## src/hdl/ffba_pkg.sv

```systemverilog
`timescale 1ns / 1ps

package ffba_pkg;

    localparam int MAX_BLOCKS   = 64;
    localparam int HEADER_BYTES = 12;
    localparam int IDX_W        = $clog2(MAX_BLOCKS);
    localparam int CNT_W        = IDX_W + 1;

    localparam int ADDR_W   = 32;
    localparam int USABLE_W = 24;
    localparam int SIZE_W   = 24;
    localparam int WANT_W   = SIZE_W + 1;
    localparam int LEN_W    = 25;
    localparam int SUM_W    = USABLE_W + 2;
    localparam int STAT_W   = 2;
    localparam int CFG_IDX_W = 1;

    localparam logic [ADDR_W-1:0]   HDR_ADDR   = ADDR_W'(HEADER_BYTES);
    localparam logic [USABLE_W-1:0] USABLE_MAX = {USABLE_W{1'b1}};

    localparam logic KIND_ALLOC = 1'b0;
    localparam logic KIND_FREE  = 1'b1;

    localparam logic [STAT_W-1:0] STAT_OK       = 2'd0;
    localparam logic [STAT_W-1:0] STAT_OOM      = 2'd1;
    localparam logic [STAT_W-1:0] STAT_NO_BLOCK = 2'd2;
    localparam logic [STAT_W-1:0] STAT_RSVD     = 2'd3;

    localparam logic [CFG_IDX_W-1:0] CFG_HEAP_BASE   = 1'b0;
    localparam logic [CFG_IDX_W-1:0] CFG_HEAP_LENGTH = 1'b1;

    localparam logic [ADDR_W-1:0] HEAP_BASE_RST   = 32'h0010_0000;
    localparam logic [LEN_W-1:0]  HEAP_LENGTH_RST = 25'h030_0000;

    typedef struct packed {
        logic [ADDR_W-1:0]   start;
        logic [USABLE_W-1:0] usable;
        logic                is_free;
    } ffba_entry_t;

    localparam int ENTRY_W = $bits(ffba_entry_t);

    typedef enum logic [3:0] {
        ST_INIT,
        ST_IDLE,
        ST_SCAN,
        ST_NEXT_RD,
        ST_NEXT_CHK,
        ST_SHIFT,
        ST_WR_NEW,
        ST_WR_HIT,
        ST_RESP
    } ffba_state_t;

    // round up to a multiple of 4
    function automatic logic [WANT_W-1:0] round_size(input logic [SIZE_W-1:0] size);
        logic [WANT_W-1:0] sum;
        begin
            sum = {1'b0, size} + WANT_W'(3);
            return {sum[WANT_W-1:2], 2'b00};
        end
    endfunction

    function automatic logic [USABLE_W-1:0] usable_of_length(input logic [LEN_W-1:0] len);
        logic [LEN_W-1:0] diff;
        begin
            diff = len - LEN_W'(HEADER_BYTES);
            if (len < LEN_W'(HEADER_BYTES)) begin
                return '0;
            end else if (diff > {1'b0, USABLE_MAX}) begin
                return USABLE_MAX;
            end else begin
                return diff[USABLE_W-1:0];
            end
        end
    endfunction

    function automatic logic [USABLE_W-1:0] merge_usable(input logic [USABLE_W-1:0] a,
                                                         input logic [USABLE_W-1:0] b);
        logic [SUM_W-1:0] sum;
        begin
            sum = {2'b00, a} + {2'b00, b} + SUM_W'(HEADER_BYTES);
            return (sum > {2'b00, USABLE_MAX}) ? USABLE_MAX : sum[USABLE_W-1:0];
        end
    endfunction

endpackage

```

## src/hdl/ffba_ram.sv

```systemverilog
`timescale 1ns / 1ps

module ffba_ram #(
    parameter int WIDTH = 8,
    parameter int DEPTH = 64
) (
    input  logic                     aclk,
    input  logic                     wr_en,
    input  logic [$clog2(DEPTH)-1:0] wr_addr,
    input  logic [WIDTH-1:0]         wr_data,
    input  logic [$clog2(DEPTH)-1:0] rd_addr,
    output logic [WIDTH-1:0]         rd_data
);

    logic [WIDTH-1:0] mem_reg [DEPTH];
    logic [WIDTH-1:0] rd_data_reg;

    always_ff @(posedge aclk) begin
        if (wr_en) begin
            mem_reg[wr_addr] <= wr_data;
        end
        rd_data_reg <= mem_reg[rd_addr];
    end

    assign rd_data = rd_data_reg;

endmodule

```

## src/hdl/first_fit_block_allocator_core.sv

```systemverilog
`timescale 1ns / 1ps

// Channel   Dir  Handshake            Contents
// s_        in   s_tvalid/s_tready    tdata: request_size, block_address; tuser: kind
// m_        out  m_tvalid/m_tready    tdata: granted_address; tuser: status
// cfg_      in   cfg_wr_en            cfg_index selects heap_base or heap_length
//
// One request at a time through a single-port-pair block table RAM. The table scan
// reads one entry a cycle until a hit or the end of the live entries. A split moves
// the entries above the hit up one slot, then writes the new free entry and the hit;
// a free reads the next entry and, if it is free, merges it and moves the entries
// above it down one slot. After reset and after every register write the table is
// rebuilt as one free block. A finished result waits in the output register; the next
// word is taken meanwhile, and the block stalls only if a second result is ready.

module first_fit_block_allocator_core (
    input  logic        aclk,
    input  logic        aresetn,

    input  logic        s_tvalid,
    output logic        s_tready,
    input  logic [55:0] s_tdata,   // [23:0] request_size, [55:24] block_address
    input  logic [0:0]  s_tuser,   // [0] kind

    output logic        m_tvalid,
    input  logic        m_tready,
    output logic [31:0] m_tdata,   // [31:0] granted_address
    output logic [1:0]  m_tuser,   // [1:0] status

    input  logic        cfg_wr_en,
    input  logic [0:0]  cfg_index,
    input  logic [31:0] cfg_wdata
);

    localparam int IDX_W = ffba_pkg::IDX_W;
    localparam int CNT_W = ffba_pkg::CNT_W;

    ffba_pkg::ffba_state_t state_reg, state_next;

    logic [CNT_W-1:0]                count_reg, count_next;
    logic [CNT_W-1:0]                scan_reg, scan_next;
    logic                            pend_reg, pend_next;
    logic [IDX_W-1:0]                pend_idx_reg, pend_idx_next;
    logic [IDX_W-1:0]                hit_idx_reg, hit_idx_next;
    ffba_pkg::ffba_entry_t           hit_reg, hit_next;
    ffba_pkg::ffba_entry_t           new_reg, new_next;
    logic                            merge_reg, merge_next;
    logic                            sh_up_reg, sh_up_next;
    logic [CNT_W-1:0]                sh_src_reg, sh_src_next;
    logic                            sh_pend_reg, sh_pend_next;
    logic [IDX_W-1:0]                sh_pend_idx_reg, sh_pend_idx_next;
    logic                            kind_reg, kind_next;
    logic [ffba_pkg::WANT_W-1:0]     want_reg, want_next;
    logic [ffba_pkg::ADDR_W-1:0]     addr_reg, addr_next;
    logic [ffba_pkg::ADDR_W-1:0]     res_addr_reg, res_addr_next;
    logic [ffba_pkg::STAT_W-1:0]     res_status_reg, res_status_next;
    logic                            m_valid_reg, m_valid_next;
    logic [ffba_pkg::ADDR_W-1:0]     m_addr_reg, m_addr_next;
    logic [ffba_pkg::STAT_W-1:0]     m_status_reg, m_status_next;
    logic [ffba_pkg::ADDR_W-1:0]     heap_base_reg, heap_base_next;
    logic [ffba_pkg::LEN_W-1:0]      heap_length_reg, heap_length_next;

    logic                            ram_we;
    logic [IDX_W-1:0]                ram_waddr;
    ffba_pkg::ffba_entry_t           ram_wdata;
    logic [IDX_W-1:0]                ram_raddr;
    ffba_pkg::ffba_entry_t           ram_rdata;

    logic                            hit_found;
    logic                            split_ok;
    logic                            sh_issue;
    logic [ffba_pkg::SUM_W-1:0]      split_need;

    ffba_ram #(
        .WIDTH(ffba_pkg::ENTRY_W),
        .DEPTH(ffba_pkg::MAX_BLOCKS)
    ) u_table (
        .aclk   (aclk),
        .wr_en  (ram_we),
        .wr_addr(ram_waddr),
        .wr_data(ram_wdata),
        .rd_addr(ram_raddr),
        .rd_data(ram_rdata)
    );

    assign s_tready = (state_reg == ffba_pkg::ST_IDLE) && !cfg_wr_en;
    assign m_tvalid = m_valid_reg;
    assign m_tdata  = m_addr_reg;
    assign m_tuser  = m_status_reg;

    // shared compare on the entry just read
    assign split_need = {1'b0, want_reg} + ffba_pkg::SUM_W'(ffba_pkg::HEADER_BYTES + 4);
    assign split_ok   = ({2'b00, ram_rdata.usable} >= split_need) &&
                        (count_reg < CNT_W'(ffba_pkg::MAX_BLOCKS));
    assign hit_found  = (kind_reg == ffba_pkg::KIND_ALLOC)
                        ? (ram_rdata.is_free && ({1'b0, ram_rdata.usable} >= want_reg))
                        : ((ram_rdata.start + ffba_pkg::HDR_ADDR) == addr_reg);
    assign sh_issue   = sh_up_reg ? (sh_src_reg > {1'b0, hit_idx_reg})
                                  : (sh_src_reg < count_reg);

    always_comb begin
        state_next       = state_reg;
        count_next       = count_reg;
        scan_next        = scan_reg;
        pend_next        = pend_reg;
        pend_idx_next    = pend_idx_reg;
        hit_idx_next     = hit_idx_reg;
        hit_next         = hit_reg;
        new_next         = new_reg;
        merge_next       = merge_reg;
        sh_up_next       = sh_up_reg;
        sh_src_next      = sh_src_reg;
        sh_pend_next     = sh_pend_reg;
        sh_pend_idx_next = sh_pend_idx_reg;
        kind_next        = kind_reg;
        want_next        = want_reg;
        addr_next        = addr_reg;
        res_addr_next    = res_addr_reg;
        res_status_next  = res_status_reg;
        m_valid_next     = m_valid_reg && !m_tready;
        m_addr_next      = m_addr_reg;
        m_status_next    = m_status_reg;
        heap_base_next   = heap_base_reg;
        heap_length_next = heap_length_reg;
        ram_we           = 1'b0;
        ram_waddr        = hit_idx_reg;
        ram_wdata        = hit_reg;
        ram_raddr        = scan_reg[IDX_W-1:0];

        unique case (state_reg)
            ffba_pkg::ST_INIT: begin
                ram_we     = 1'b1;
                ram_waddr  = '0;
                ram_wdata  = '{start:   heap_base_reg,
                               usable:  ffba_pkg::usable_of_length(heap_length_reg),
                               is_free: 1'b1};
                count_next = CNT_W'(1);
                state_next = ffba_pkg::ST_IDLE;
            end

            ffba_pkg::ST_IDLE: begin
                if (s_tvalid && s_tready) begin
                    kind_next       = s_tuser[0];
                    want_next       = ffba_pkg::round_size(s_tdata[23:0]);
                    addr_next       = s_tdata[55:24];
                    scan_next       = '0;
                    pend_next       = 1'b0;
                    merge_next      = 1'b0;
                    res_addr_next   = '0;
                    res_status_next = ffba_pkg::STAT_OK;
                    if ((s_tuser[0] == ffba_pkg::KIND_FREE) && (s_tdata[55:24] == '0)) begin
                        state_next = ffba_pkg::ST_RESP;
                    end else begin
                        state_next = ffba_pkg::ST_SCAN;
                    end
                end
            end

            ffba_pkg::ST_SCAN: begin
                if (pend_reg && hit_found) begin
                    hit_idx_next = pend_idx_reg;
                    pend_next    = 1'b0;
                    sh_pend_next = 1'b0;
                    hit_next     = ram_rdata;
                    if (kind_reg == ffba_pkg::KIND_ALLOC) begin
                        hit_next.is_free = 1'b0;
                        res_addr_next    = ram_rdata.start + ffba_pkg::HDR_ADDR;
                        if (split_ok) begin
                            hit_next.usable = want_reg[ffba_pkg::USABLE_W-1:0];
                            new_next = '{start:   ram_rdata.start + ffba_pkg::HDR_ADDR
                                                  + ffba_pkg::ADDR_W'(want_reg),
                                         usable:  ram_rdata.usable
                                                  - want_reg[ffba_pkg::USABLE_W-1:0]
                                                  - ffba_pkg::USABLE_W'(ffba_pkg::HEADER_BYTES),
                                         is_free: 1'b1};
                            sh_up_next  = 1'b1;
                            sh_src_next = count_reg - CNT_W'(1);
                            state_next  = ffba_pkg::ST_SHIFT;
                        end else begin
                            state_next = ffba_pkg::ST_WR_HIT;
                        end
                    end else begin
                        hit_next.is_free = 1'b1;
                        if (({1'b0, pend_idx_reg} + CNT_W'(1)) < count_reg) begin
                            state_next = ffba_pkg::ST_NEXT_RD;
                        end else begin
                            state_next = ffba_pkg::ST_WR_HIT;
                        end
                    end
                end else if (scan_reg < count_reg) begin
                    // issue the next entry read
                    ram_raddr     = scan_reg[IDX_W-1:0];
                    pend_next     = 1'b1;
                    pend_idx_next = scan_reg[IDX_W-1:0];
                    scan_next     = scan_reg + CNT_W'(1);
                end else begin
                    pend_next = 1'b0;
                    if (!pend_reg) begin
                        res_status_next = (kind_reg == ffba_pkg::KIND_ALLOC)
                                          ? ffba_pkg::STAT_OOM : ffba_pkg::STAT_NO_BLOCK;
                        state_next      = ffba_pkg::ST_RESP;
                    end
                end
            end

            ffba_pkg::ST_NEXT_RD: begin
                ram_raddr  = hit_idx_reg + IDX_W'(1);
                state_next = ffba_pkg::ST_NEXT_CHK;
            end

            ffba_pkg::ST_NEXT_CHK: begin
                if (ram_rdata.is_free) begin
                    merge_next      = 1'b1;
                    hit_next.usable = ffba_pkg::merge_usable(hit_reg.usable, ram_rdata.usable);
                end
                state_next = ffba_pkg::ST_WR_HIT;
            end

            ffba_pkg::ST_SHIFT: begin
                // write back the entry read last cycle, one slot up or down
                if (sh_pend_reg) begin
                    ram_we    = 1'b1;
                    ram_waddr = sh_up_reg ? (sh_pend_idx_reg + IDX_W'(1))
                                          : (sh_pend_idx_reg - IDX_W'(1));
                    ram_wdata = ram_rdata;
                end
                if (sh_issue) begin
                    ram_raddr        = sh_src_reg[IDX_W-1:0];
                    sh_pend_next     = 1'b1;
                    sh_pend_idx_next = sh_src_reg[IDX_W-1:0];
                    sh_src_next      = sh_up_reg ? (sh_src_reg - CNT_W'(1))
                                                 : (sh_src_reg + CNT_W'(1));
                end else begin
                    sh_pend_next = 1'b0;
                    if (!sh_pend_reg) begin
                        if (sh_up_reg) begin
                            state_next = ffba_pkg::ST_WR_NEW;
                        end else begin
                            count_next = count_reg - CNT_W'(1);
                            state_next = ffba_pkg::ST_RESP;
                        end
                    end
                end
            end

            ffba_pkg::ST_WR_NEW: begin
                ram_we     = 1'b1;
                ram_waddr  = hit_idx_reg + IDX_W'(1);
                ram_wdata  = new_reg;
                count_next = count_reg + CNT_W'(1);
                state_next = ffba_pkg::ST_WR_HIT;
            end

            ffba_pkg::ST_WR_HIT: begin
                ram_we    = 1'b1;
                ram_waddr = hit_idx_reg;
                ram_wdata = hit_reg;
                if (merge_reg) begin
                    sh_up_next   = 1'b0;
                    sh_src_next  = {1'b0, hit_idx_reg} + CNT_W'(2);
                    sh_pend_next = 1'b0;
                    state_next   = ffba_pkg::ST_SHIFT;
                end else begin
                    state_next = ffba_pkg::ST_RESP;
                end
            end

            ffba_pkg::ST_RESP: begin
                if (!m_valid_reg || m_tready) begin
                    m_valid_next  = 1'b1;
                    m_addr_next   = res_addr_reg;
                    m_status_next = res_status_reg;
                    state_next    = ffba_pkg::ST_IDLE;
                end
            end

            default: begin
                state_next = ffba_pkg::ST_INIT;
            end
        endcase

        // a register write rebuilds the table
        if (cfg_wr_en) begin
            unique case (cfg_index)
                ffba_pkg::CFG_HEAP_BASE:   heap_base_next   = cfg_wdata;
                ffba_pkg::CFG_HEAP_LENGTH: heap_length_next = cfg_wdata[ffba_pkg::LEN_W-1:0];
                default:                   heap_base_next   = heap_base_reg;
            endcase
            state_next = ffba_pkg::ST_INIT;
        end
    end

    always_ff @(posedge aclk) begin
        if (!aresetn) begin
            state_reg       <= ffba_pkg::ST_INIT;
            count_reg       <= CNT_W'(1);
            pend_reg        <= 1'b0;
            sh_pend_reg     <= 1'b0;
            m_valid_reg     <= 1'b0;
            heap_base_reg   <= ffba_pkg::HEAP_BASE_RST;
            heap_length_reg <= ffba_pkg::HEAP_LENGTH_RST;
        end else begin
            state_reg       <= state_next;
            count_reg       <= count_next;
            pend_reg        <= pend_next;
            sh_pend_reg     <= sh_pend_next;
            m_valid_reg     <= m_valid_next;
            heap_base_reg   <= heap_base_next;
            heap_length_reg <= heap_length_next;
        end
    end

    always_ff @(posedge aclk) begin
        scan_reg        <= scan_next;
        pend_idx_reg    <= pend_idx_next;
        hit_idx_reg     <= hit_idx_next;
        hit_reg         <= hit_next;
        new_reg         <= new_next;
        merge_reg       <= merge_next;
        sh_up_reg       <= sh_up_next;
        sh_src_reg      <= sh_src_next;
        sh_pend_idx_reg <= sh_pend_idx_next;
        kind_reg        <= kind_next;
        want_reg        <= want_next;
        addr_reg        <= addr_next;
        res_addr_reg    <= res_addr_next;
        res_status_reg  <= res_status_next;
        m_addr_reg      <= m_addr_next;
        m_status_reg    <= m_status_next;
    end

    a_count_range: assert property (@(posedge aclk) disable iff (!aresetn)
        (count_reg >= CNT_W'(1)) && (count_reg <= CNT_W'(ffba_pkg::MAX_BLOCKS)))
        else $error("block count out of range");

    a_accept_leaves_idle: assert property (@(posedge aclk) disable iff (!aresetn)
        (s_tvalid && s_tready && !cfg_wr_en) |=> (state_reg != ffba_pkg::ST_IDLE))
        else $error("accepted word did not start work");

    a_write_in_table: assert property (@(posedge aclk) disable iff (!aresetn)
        ram_we |-> ({1'b0, ram_waddr} <= count_reg))
        else $error("table write beyond live entries");

    a_status_code: assert property (@(posedge aclk) disable iff (!aresetn)
        m_valid_reg |-> (m_status_reg != ffba_pkg::STAT_RSVD))
        else $error("reserved status code on output");

endmodule
```

## config.mk

```make
export PLATFORM = sky130hd
export DESIGN_NAME = first_fit_block_allocator_core
export DESIGN_NICKNAME = d
export VERILOG_FILES = /design/src/hdl/ffba_pkg.sv /design/src/hdl/ffba_ram.sv /design/src/hdl/first_fit_block_allocator_core.sv
export SDC_FILE = /design/constraint.sdc
export NUM_CORES = 2
export LEC_CHECK = 0
export BUFFER_PORTS_ARGS = -buffer_cell sky130_fd_sc_hd__buf_2
export CORE_MARGIN = 5
export CORE_UTILIZATION = 45
export CTS_CLUSTER_DIAMETER = 60
export DETAILED_ROUTE_END_ITERATION = 16
export PLACE_DENSITY_LB_ADDON = 0.1
export SETUP_SLACK_MARGIN = 0.02
export SLEW_MARGIN = 15
export SYNTH_ARGS = -nofsm -noshare
export SYNTH_HDL_FRONTEND = slang
export SYNTH_SLANG_ARGS = --single-unit
```

## constraint.sdc

```tcl
create_clock -name aclk -period 9.44 [get_ports aclk]
set_clock_uncertainty 0.1 [all_clocks]
set_input_delay 0 -clock aclk [delete_from_list [all_inputs] [get_ports aclk]]
set_output_delay 0 -clock aclk [all_outputs]
set_load 0.1 [all_outputs]
```

### Yosys cells after proc, flatten, opt, wreduce, memory -nomap -nowiden

Memory sizes are Yosys's and may differ from the RTL's. A register that Yosys moved wholly into a read port is not among the register bits.
Cells that the tools add are included.

* register bits: 342
* memory bits (writable): 3648
* word-level logic and storage cells: 204
* memories: 1

Memory list
* u_table.mem_reg: words 64, bits a word 57, rd ports 1, clocked after Yosys merged registers in 1, write ports 1, line ffba_ram.sv:15 `logic [WIDTH-1:0] mem_reg [DEPTH];`

* $add $sub $neg: 19
* order comparisons: 10
* equal/unequal tests: 26
* muxes and demuxes: 77
* bitwise gates (word level): 4
* reductions and logical operators: 41

Operator list (count)
* one-hot mux 57 bit (3 select lines): 1
* 2-to-1 mux 24 bit: 6
* 2-to-1 mux 32 bit: 3
* 2-to-1 mux 7 bit: 12
* one-hot mux 32 bit (2 select lines): 1
* 2-to-1 mux 57 bit: 1
* one-hot mux 24 bit (2 select lines): 1
* 2-to-1 mux 4 bit: 11
* one-hot mux 7 bit (3 select lines): 2
* adder 32 x 25 -> 32 bit: 1
* adder 32 x 4 -> 32 bit, second input constant: 1
* equality test 32 bit: 1
* zero test 32 bit: 1
* one-hot mux 4 bit (8 select lines): 1
* adder 25 x 4 -> 26 bit, second input constant: 1
* adder 25 x 5 -> 26 bit, second input constant: 1
* >= comparator 24 x 26 -> 1 bit: 1
* greater-than comparator 26 x 24 -> 1 bit, second input constant: 1
* != test 2 bit, second input constant: 13
* adder 24 x 2 -> 25 bit, second input constant: 1
* adder 24 x 24 -> 25 bit: 1
* >= comparator 24 x 25 -> 1 bit: 1
* greater-than comparator 25 x 24 -> 1 bit, second input constant: 1
* < comparator 25 x 4 -> 1 bit, second input constant: 1
* other kinds (43): 112

### Logic depth before layout (Yosys ltp)

* depth after elaboration: 7
* depth in mapped cells: 18

### Cells and area by module

Synthesis repeated with hierarchy kept, for this count alone.

* cells, all modules: 8216
* area, all modules: 162169.3 um^2

By module, submodules not included
* ffba_ram: instances 1, cells each 5844, area an instance 139412.5 um^2
* first_fit_block_allocator_core: instances 1, cells each 2372, area an instance 22756.8 um^2

### Worst setup path after synthesis

OpenSTA, ideal clock, no wires.

* kind: register to register
* start: register sh_up_reg
* end: memory u_table.mem_reg[0][0] (netlist bit), enable pin
* arrival: 5354 ps
* setup slack: 3513 ps
* cell stages (with the launch flop): 12
* buffers on the path: 1
* cell sequence: edfxtp_1 -> clkbuf_1 -> inv_1 -> ha_1 -> a21o_1 -> a21o_1 -> a21o_1 -> a21oi_1 -> xnor2_1 -> a221oi_1 -> nand3_1 -> nor2_1

* cells in the longest elaborated chain, start to end: 3

RTL lines
* start, declared: line first_fit_block_allocator_core.sv:48 `logic sh_up_reg, sh_up_next;`
* start signal, assigned: line first_fit_block_allocator_core.sv:320 `sh_up_reg <= sh_up_next;`
* 2-to-1 mux 6 bit: line first_fit_block_allocator_core.sv:223 `ram_waddr = sh_up_reg ? (sh_pend_idx_reg + IDX_W'(1))`
* 2-to-1 mux 6 bit: line first_fit_block_allocator_core.sv:221 `if (sh_pend_reg) begin`
* one-hot mux 6 bit (3 select lines): line first_fit_block_allocator_core.sv:130 `unique case (state_reg)`
* end, declared: line ffba_ram.sv:15

No other way between the ends.

### Final worst setup path

* start: register state_reg[2]
* end: memory u_table.mem_reg[61][12] (netlist bit), enable pin

* cells in the longest elaborated chain, start to end: 5
* elaborated cells on any way between the ends: 9

RTL lines
* start, declared: line first_fit_block_allocator_core.sv:38 `ffba_pkg::ffba_state_t state_reg, state_next;`
* start signal, assigned: line first_fit_block_allocator_core.sv:295 `state_reg <= ffba_pkg::ST_INIT;`
* start signal, assigned: line first_fit_block_allocator_core.sv:303 `state_reg <= state_next;`
* equality test 4 x 3 -> 1 bit or zero test 4 bit (tied branches): line first_fit_block_allocator_core.sv:130
* OR reduction 3 bit (no line)
* one-hot mux 1 bit (2 select lines): line first_fit_block_allocator_core.sv:130
* 2-to-1 mux 1 bit: line ffba_ram.sv:19 `if (wr_en) begin`
* 2-to-1 mux 1 bit (not written as such): line ffba_ram.sv:20 `mem_reg[wr_addr] <= wr_data;`

Several ways; a longest one is shown, not always the timed one.

==> summary.md <==
| Metric | Value |
|---|---|
| Unrepaired setup endpoints after global routing | `no` |
| CP max FO | `42` |
| Post-DP HPWL | `307 mm` |
| Clock Sinks | `slightly above 4,000` |
| Placed cell area | `0.172 sq mm` |
| Setup bufs post-CTS | `0` |
| Worst-path clk slew | `60 ps` |
| Clock Path Buffers | `4` |
| Yosys warns | `0` |
| DRC | `0` |
| Tcrit/Tclk final | `about three quarters` |
| HP Class | `input port to flop` |
| Fin area | `0.188 sq mm` |
| Nets | `9,951` |
| Worst Setup Start Kind | `flop` |
| Drt first pass iters | `7` |
| Arr. time, crit path | `7440 ps` |
| Syn Area/Cell | `roughly 18 sq um` |
| Slew headroom | `between 15 and 20%` |
| Netlist cell types | `86` |
| CP endpoint kind | `flop` |
| Starting Density | `45.1%` |
| Synth Register Bits | `4,047` |
| Worst-Margin Slew | `1260 ps` |
| Area contributors post-synth | `edfxtp_1, mux4_2, nand2_1` |
| PD cells | `around 210 mW/mm^2` |
| Die height | `roughly 610 um` |
| Min Tclk post-route | `6910 ps` |
| H-tree levels | `5` |
| Num CTS Buffers | `439` |
| Clk Latency, worst-skew pair | `1010 ps` |
| Cts hold-fix bufs | `218` |
| 1st-iter DRT viols | `11,100` |
| Synth area leader | `edfxtp_1` |
| CTS tree | `built` |
| Boundary pin count | `around 130` |
| Routed via count | `90,600` |
| Max-slew violations | `0` |
| Asr flop ratio synth | `0%` |
| EDFF count, synth | `3,919` |
| Predominant post-synthesis flop cell | `edfxtp_1` |
| Sequential cell area | `approximately 0.12 sq mm` |
| Crit Path Category | `flop to flop` |
| Largest register FFs | `around 3,600` |
| Worst IR drop on VDD | `0.000166 V` |
| Layout cell share with drive strength beyond 1 | `19.9%` |
| Seq/Total Area, Yosys | `about three quarters` |
| Die footprint | `between 0.3 and 0.4 sq mm` |
| MaxCap Viol Count | `0` |
| Drt wl/cell | `34.1 um` |
| Hold Fails Final Rpt | `0` |
| Initial antenna violation count | `34` |
| Setup violators final | `0` |
| Status | `complete, no violations` |
| Pin count of the biggest net entering global routing | `125` |
| Drt via density | `6.11` |
| Final setup TNS | `0 ps` |
| Mapped Cells | `just over 9,000` |
| Total track usage | `26.5%` |
| # fillers | `between 20,000 and 30,000` |
| Fin util | `52.0%` |
| Post-CTS Resized | `0` |
| Vias in the first global route | `89,200` |
| Gr ovfl total | `0` |
| Pleak | `0.0620 uW` |
| Mapped Area | `roughly 0.16 sq mm` |
| Root Buffer | `clkbuf_16` |
| Site row count | `221` |
| Mapped Nets | `9,354` |
| Final GP Congestion | `roughly 0.9` |
| Peak Freq | `approximately 140 MHz` |
| Final WL | `slightly above 500 mm` |
| Area Growth Syn to Fin | `15.3%` |
| PortBufs | `130` |
| Placeable Area | `between 0.3 and 0.4 sq mm` |
| Post-route ant nets | `0` |
| Synth top area share | `72.2%` |
| Multi-input logic area | `0.0415 sq mm` |
| First-pass GRT wire length | `704 mm` |
| Critical Path RT | `~10000 ps` |
| Die width | `between 600 and 700 um` |
-- where the power goes --
group          switching [uW]  leakage, uW  internal, uW
registers                 145       0.0369         20400
clock network            7140      0.00689          9740
logic                    1980       0.0182           689
-- layer usage --
metal  GRT usage, %  up-vias  wire length, um
met3           4.18      720            38800
met5              0        -               40
met2           42.2     4009           237000
met1           38.2    48200           213000
met4           7.67        6            16600
li1               -    37600                -
-- metrics by stage --
stage | cells | power [uW] | setup WS [ps] | hold WS [ps]
finish | 14800 | 40100 | 2530 | 81.7
global route | 14800 | 41300 | 2390 | 36.9
CTS | 14800 | 40400 | 2640 | 7.88
detailed placement | 13800 | 23500 | 2650 | 94.1
global placement | 13800 | 23500 | 2810 | 89.9
floorplan | 9058 | 22200 | 3510 | -1.13
-- synthesized netlist by cell type (39+ instances only) --
library cell,number
a31oi_1,47
xnor2_1,149
clkbuf_1,318
edfxtp_1,3919
o221ai_1,76
buf_2,117
a221oi_1,50
a21o_1,50
a22oi_1,51
ha_1,195
a211oi_1,43
a222oi_1,39
nor3_1,59
mux4_2,757
nand3_1,236
mux2i_1,316
o21ai_0,151
xor2_1,57
nand2_1,852
inv_1,161
nor2_1,408
a21oi_1,196
nand4_1,72
dfxtp_1,128
a32oi_1,69
a21boi_0,66
-- cells by family after synthesis --
| family | count (synthesis) | share of synthesized area (%) |
|---|---|---|
| buffers and inverters | 636 | 1.56 |
| AND/OR/NAND/NOR | 1845 | 5.00 |
| adder cells (fa/ha/maj) | 201 | 1.57 |
| AO/OA/AOI/OAI | 1026 | 4.44 |
| XOR/XNOR | 211 | 1.18 |
| flip-flops | 4047 | 73.7 |
| multiplexers | 1092 | 12.5 |
-- worst max-delay path, cell delays in order, from the launching register on --
cell and delay, ps:
dfxtp_1 730, nor4bb_4 900, and2_2 930, nor3_2 320, a221oi_1 870, nand3_1 960, nor2_4 1200, buf_4 470
-- layout by cell type (no fill, tap or decap), types with 30 or more instances in the layout --
master            n
a21oi_1         180
o21ai_0         151
clkinv_2         69
buf_2           130
a32oi_1          69
a211oi_1         41
ha_1            195
nor3_1           53
bufinv_16        35
a22oi_1          49
nand3_1         234
o221ai_1         73
clkinv_1         74
nor2_1          338
inv_1           158
buf_12           39
edfxtp_1       3919
mux2i_1         316
nand4_1          72
clkbuf_1        111
or3_1            34
xor2_1           57
clkbuf_16       443
dlygate4sd3_1   218
nand2_4          30
buf_4           241
nor2_4           69
a21boi_0         66
o21a_1           32
nand2_1         814
a222oi_1         39
a21o_1           50
a221oi_1         48
a31oi_1          47
mux4_2          757
xnor2_1         149
dfxtp_1         128
-- final cells by class --
type                       instances  area share [%]
clock inverter                   231            1.28
clock buffer                     572            6.25
multi-input combinational       4375            22.1
sequential                      4047            64.0
inverter                         161           0.321
antenna                            7         0.00932
timing repair buffer             631            2.90
tap                             4794            3.19
-- final timing paths --
kind	endpoint	from	cells past startpoint	slack (ps)
max	u_table.mem_reg[61][12]$_DFFE_PP_	state_reg[2]$_SDFFE_PP0P_	7	2530
min	want_reg[24]$_DFFE_PP_	s_tdata[21]	5	80
max reg2reg	u_table.mem_reg[61][12]$_DFFE_PP_	state_reg[2]$_SDFFE_PP0P_	7	2530
min reg2reg	m_tuser[0]$_DFFE_PP_	res_status_reg[0]$_SDFFCE_PN0P_	0	320
No activity file was read; power rests on OpenSTA's default activity.
